### config.mk
export PLATFORM = sky130hd
export DESIGN_NAME = ptc_temp
export DESIGN_NICKNAME = d
export VERILOG_FILES = /design/src/rtl/ptc_pkg.sv /design/src/rtl/ptc_temp.sv
export SDC_FILE = /design/constraint.sdc
export NUM_CORES = 2
export LEC_CHECK = 0
export ABC_AREA = 1
export BUFFER_PORTS_ARGS = -buffer_cell sky130_fd_sc_hd__clkbuf_2
export CAP_MARGIN = 15
export CORE_MARGIN = 2
export CORE_UTILIZATION = 60
export DETAILED_ROUTE_END_ITERATION = 6
export GPL_TIMING_DRIVEN = 0
export PLACE_DENSITY = 0.91
export SLEW_MARGIN = 20
export SYNTH_ARGS = -nofsm -noshare
export SYNTH_HDL_FRONTEND = slang
export SYNTH_SLANG_ARGS = --single-unit
### constraint.sdc
create_clock -name clk -period 11.75 [get_ports clk]
set_clock_uncertainty 0.05 [all_clocks]
set_input_delay 1.7625 -clock clk [delete_from_list [all_inputs] [get_ports clk]]
set_output_delay 1.7625 -clock clk [all_outputs]
set_load 0.02 [all_outputs]
### src/rtl/ptc_pkg.sv
// Shared types and constants for the pressure/temperature compensation pipeline.
// No dependencies; imported by every module of the block.
package ptc_pkg;

    typedef struct packed {
        logic [19:0] raw_temperature;
        logic [19:0] raw_pressure;
    } sample_t;

    typedef struct packed {
        logic signed [15:0] temperature_centi;
        logic [31:0]        pressure_q24_8;
        logic               zero_divisor;
    } result_t;

    typedef struct packed {
        logic [15:0]        t1;
        logic signed [15:0] t2;
        logic signed [15:0] t3;
        logic [15:0]        p1;
        logic signed [15:0] p2;
        logic signed [15:0] p3;
        logic signed [15:0] p4;
        logic signed [15:0] p5;
        logic signed [15:0] p6;
        logic signed [15:0] p7;
        logic signed [15:0] p8;
        logic signed [15:0] p9;
    } calib_t;

    // fields that ride along with an item down the pressure path
    typedef struct packed {
        logic signed [15:0] tcent;
        logic               neg;
        logic               zero;
    } side_t;

    typedef enum logic [7:0] {
        REG_TEMP_CALIB   = 8'd0,
        REG_PRESS_FIRST  = 8'd1,
        REG_PRESS_SECOND = 8'd2,
        REG_PRESS_NINTH  = 8'd3
    } reg_index_t;

    localparam int DIV_WIDTH  = 64;
    localparam int REM_W      = 31;
    localparam int DIV_BITS   = 2;
    localparam int DIV_STAGES = DIV_WIDTH / DIV_BITS;

    localparam logic signed [33:0] TEMP_OFFSET = 34'sd128000;
    localparam logic signed [63:0] PRESS_SCALE = 64'sd3125;
    localparam logic [20:0]        PRESS_BASE  = 21'd1048576;
    localparam logic signed [63:0] OFFSET_47   = 64'sh0000_8000_0000_0000;

endpackage

### src/rtl/ptc_temp.sv
// Temperature path: three stages giving the fine term and the centi-degree value.
// Depends on ptc_pkg.
module ptc_temp
    import ptc_pkg::*;
(
    input  logic               clk,
    input  logic               rst_n,
    input  logic               en,
    input  logic               in_valid,
    input  sample_t            sample_in,
    input  calib_t             calib,
    output logic               out_valid,
    output logic signed [31:0] fine,
    output logic signed [15:0] tcent,
    output logic [19:0]        raw_p
);

    logic [2:0]         valid_reg;
    logic signed [31:0] v1_reg, c_reg, fine_b_reg, fine_c_reg;
    logic [19:0]        rawp_a_reg, rawp_b_reg, rawp_c_reg;
    logic signed [15:0] tcent_reg;

    logic [31:0]        a_w, b_w;
    logic signed [31:0] t2_x, t3_x, mul_a_w, bb_w, mul_c_w, fine_next;
    logic signed [35:0] tc_w;
    logic signed [15:0] tcent_next;

    always_comb
    begin
        t2_x      = 32'(calib.t2);
        t3_x      = 32'(calib.t3);
        a_w       = 32'(sample_in.raw_temperature[19:3]) - {15'b0, calib.t1, 1'b0};
        b_w       = 32'(sample_in.raw_temperature[19:4]) - 32'(calib.t1);
        mul_a_w   = $signed(a_w) * t2_x;
        bb_w      = $signed(b_w) * $signed(b_w);
        mul_c_w   = c_reg * t3_x;
        fine_next = v1_reg + (mul_c_w >>> 14);
        tc_w      = (36'(fine_b_reg) * 36'sd5 + 36'sd128) >>> 8;
        if (tc_w < -36'sd32768)
            tcent_next = -16'sd32768;
        else if (tc_w > 36'sd32767)
            tcent_next = 16'sd32767;
        else
            tcent_next = 16'(tc_w);
    end

    always_ff @(posedge clk or negedge rst_n)
    begin
        if (!rst_n)
        begin
            valid_reg <= '0;
        end
        else if (en)
        begin
            valid_reg <= {valid_reg[1:0], in_valid};
        end
    end

    always_ff @(posedge clk)
    begin
        if (en)
        begin
            v1_reg     <= mul_a_w >>> 11;
            c_reg      <= bb_w >>> 12;
            rawp_a_reg <= sample_in.raw_pressure;
            fine_b_reg <= fine_next;
            rawp_b_reg <= rawp_a_reg;
            fine_c_reg <= fine_b_reg;
            tcent_reg  <= tcent_next;
            rawp_c_reg <= rawp_b_reg;
        end
    end

    assign out_valid = valid_reg[2];
    assign fine      = fine_c_reg;
    assign tcent     = tcent_reg;
    assign raw_p     = rawp_c_reg;

endmodule

==> flow_metrics.env <==
export IMPL_setup_worst_path_end_class="flip-flop"
export IMPL_grt_first_pass_wirelength_mm=170
export IMPL_crit_end="fine_b_reg[21]"
export IMPL_timing_final_hold_violations=0
export IMPL_critical_path_top_delay_family="adder cells"
export IMPL_async_reset_ff_frac=0.0183
export IMPL_dieArea_um2=68400
export IMPL_grt_pass1_vias=34200
export IMPL_numCtsBuffers=17
export IMPL_cap_violations=0
export IMPL_startpoint="calib[145]"
export IMPL_netlist_top_cells_area="fa_1, inv_1, edfxtp_1"
export IMPL_clk_latency_ps=460
export IMPL_stdcell_area_um2=42200
export IMPL_post_cts_buffers=0
export IMPL_final_max_slew_violation_count=0
export IMPL_multi_input_area_um2=29300
export IMPL_drt_initial_drc_count=2783
export IMPL_placedCellCount=5669
export IMPL_wl_per_cell_um=18.4
export IMPL_dpl_hpwl_mm=88.4
export IMPL_required_ps=11890
export IMPL_synthCells=4668
export IMPL_cts_root_buf="clkbuf_16"
export IMPL_drt_met1_wl_mm=36.8
export IMPL_syn_num_nets=6053
export IMPL_gp_congestion=1.01
export IMPL_fin_crit_sh=0.819
export IMPL_outcome="finished, final reports clean"
export IMPL_final_cell_mix="inv_1, nand2_1, fa_1, nor2_1, ha_1"
export IMPL_ys_seq_elements=164
export IMPL_worstPathArrival_ps=9760
export IMPL_rsz0062_at_grt="no"
export IMPL_ant_nets=0
export IMPL_cp_num_buf_inv=8
export IMPL_cp_depth=33
export IMPL_viasPerCell=5.56
export IMPL_die_h_um=262
export IMPL_r2r_worst_path_cells=34
export IMPL_cts_hold_buf=0
export IMPL_finalSetupViolCount=0
export IMPL_vias=31700
export IMPL_path_clk_slew_ps=70
export IMPL_io_buffer_count=136
export IMPL_synth_top_area_frac=0.413
export IMPL_highest_layer="met4"
export IMPL_r2r_start="c_reg[7]"
export IMPL_syn_cell_area_um2=39800
export IMPL_r2r_end="fine_b_reg[21]"
export IMPL_cts_resized=0
export IMPL_wirelength_mm=105
export IMPL_dr_wl_met2_mm=50.8
export IMPL_rrSetupSlack_ps=3310
export IMPL_drc=0
export IMPL_clockBufferDepth=2
export IMPL_crit_fanout=10
export IMPL_nets=6209
export IMPL_syn_area_per_cell_um2=8.53
export IMPL_hp_class="flip-flop to flip-flop"
export IMPL_firstDrtPassIters=7
export IMPL_fp_dieW_um=262
export IMPL_grt_max_degree=103
export IMPL_start_util=0.606
export IMPL_synth_edf_count=161
export IMPL_critPathLaunchType="primary input"
export IMPL_boundaryPins=305
export IMPL_final_common_cell="inv_1"
export IMPL_wl_met3_mm=10.7
export IMPL_area_growth_pct=5.95
export IMPL_whs_ps=365
export IMPL_drive_above_1_share=0.0573
export IMPL_core_area_um2=65700
export IMPL_path_class="primary input to flip-flop"
export IMPL_overflow=0
export IMPL_slew_headroom=0.180
export IMPL_final_cells=5703
export IMPL_n_fill_cell=5128
export IMPL_tns_ps=0
export IMPL_place_area_um2=41600
export IMPL_seqCellArea_um2=4910
export IMPL_antenna_found_initial=2
export IMPL_rows=94
export IMPL_cp_slowest_stage_delay_ps=580
export IMPL_slowest_stage="fa_1"
export IMPL_ys_types=59
export IMPL_cts_tree="done"
export IMPL_htree_levels=4
export IMPL_min_period_ps=9620
export IMPL_cts_sinks=164
export IMPL_worst_pin_slew_ps=1230
export IMPL_yosysSeqAreaShare=0.123
export IMPL_yosysTopAreaCell="fa_1"
export IMPL_track_usage=0.320
export IMPL_synth_warning_count=0
export IMPL_ys_flop_type="edfxtp_1"
export IMPL_max_freq_mhz=104
## logic make-up after synthesis
family,Yosys count,share of synthesized area
AO/OA/AOI/OAI,327,0.0474
buffers and inverters,1459,0.141
flip-flops,164,0.123
XOR/XNOR,114,0.0253
adder cells (fa/ha/maj),1149,0.516
AND/OR/NAND/NOR,1454,0.147
multiplexers,1,0.000283
## metal layers
| layer | up-vias | track usage |
|---|---|---|
| li1 | 14000 | - |
| met1 | 15400 | 0.379 |
| met2 | 1760 | 0.540 |
| met3 | 497 | 0.0752 |
| met4 | 0 | 0.178 |
| met5 | - | 0 |
## area by class of cell
class / count / area share
multi-input combinational: 3045 / 0.694
inverter: 1313 / 0.117
sequential: 164 / 0.116
tap: 864 / 0.0256
timing repair buffer: 137 / 0.0170
buffer: 146 / 0.0164
clock buffer: 18 / 0.0102
clock inverter: 14 / 0.00326
antenna: 2 / 0.000119
## cell usage after synthesis, drive strengths merged (5+ instances only)
cell	instances
o21ai	86
a31oi	19
clkbuf	93
xor2	80
nand4	23
nand2	956
nand3	84
o21a	5
o21bai	16
buf	53
or2	17
edfxtp	161
fa	821
inv	1309
nor2	339
a21oi	151
a21o	20
ha	328
nor4	8
nand3b	6
xnor2	34
nor3	19
o211ai	8
## stage by stage
step | setup slack (ps) | util
6_report | 2130 | 0.642
5_1_grt | 1790 | 0.642
4_1_cts | 2320 | 0.642
3_5_place_dp | 1900 | 0.633
3_3_place_gp | 1950 | 0.632
2_1_floorplan | 3460 | -
## worst reg2reg max path, delay by kind of cell, from the launching register on
| family | cells | cell delay, ps |
|---|---|---|
| simple gates | 16 | 2130 |
| fa+ha+maj | 8 | 3720 |
| xor+xnor | 1 | 380 |
| compound gates | 1 | 310 |
| buf+inv | 8 | 1290 |
| flops | 1 | 320 |
## how the worst min path moves through the flow
stage,startpoint,end,depth (start not counted)
6_report,rawp_b_reg[13],raw_p[13],0
5_1_grt,rawp_b_reg[13],raw_p[13],0
2_1_floorplan,rawp_b_reg[0],raw_p[0],0
3_3_place_gp,rawp_a_reg[5],rawp_b_reg[5],0
3_5_place_dp,rawp_b_reg[1],raw_p[1],0
4_1_cts,rawp_b_reg[13],raw_p[13],0
Power is not shown: default switching activity piles up to over one toggle a cycle in this logic, so the estimate is an artifact.
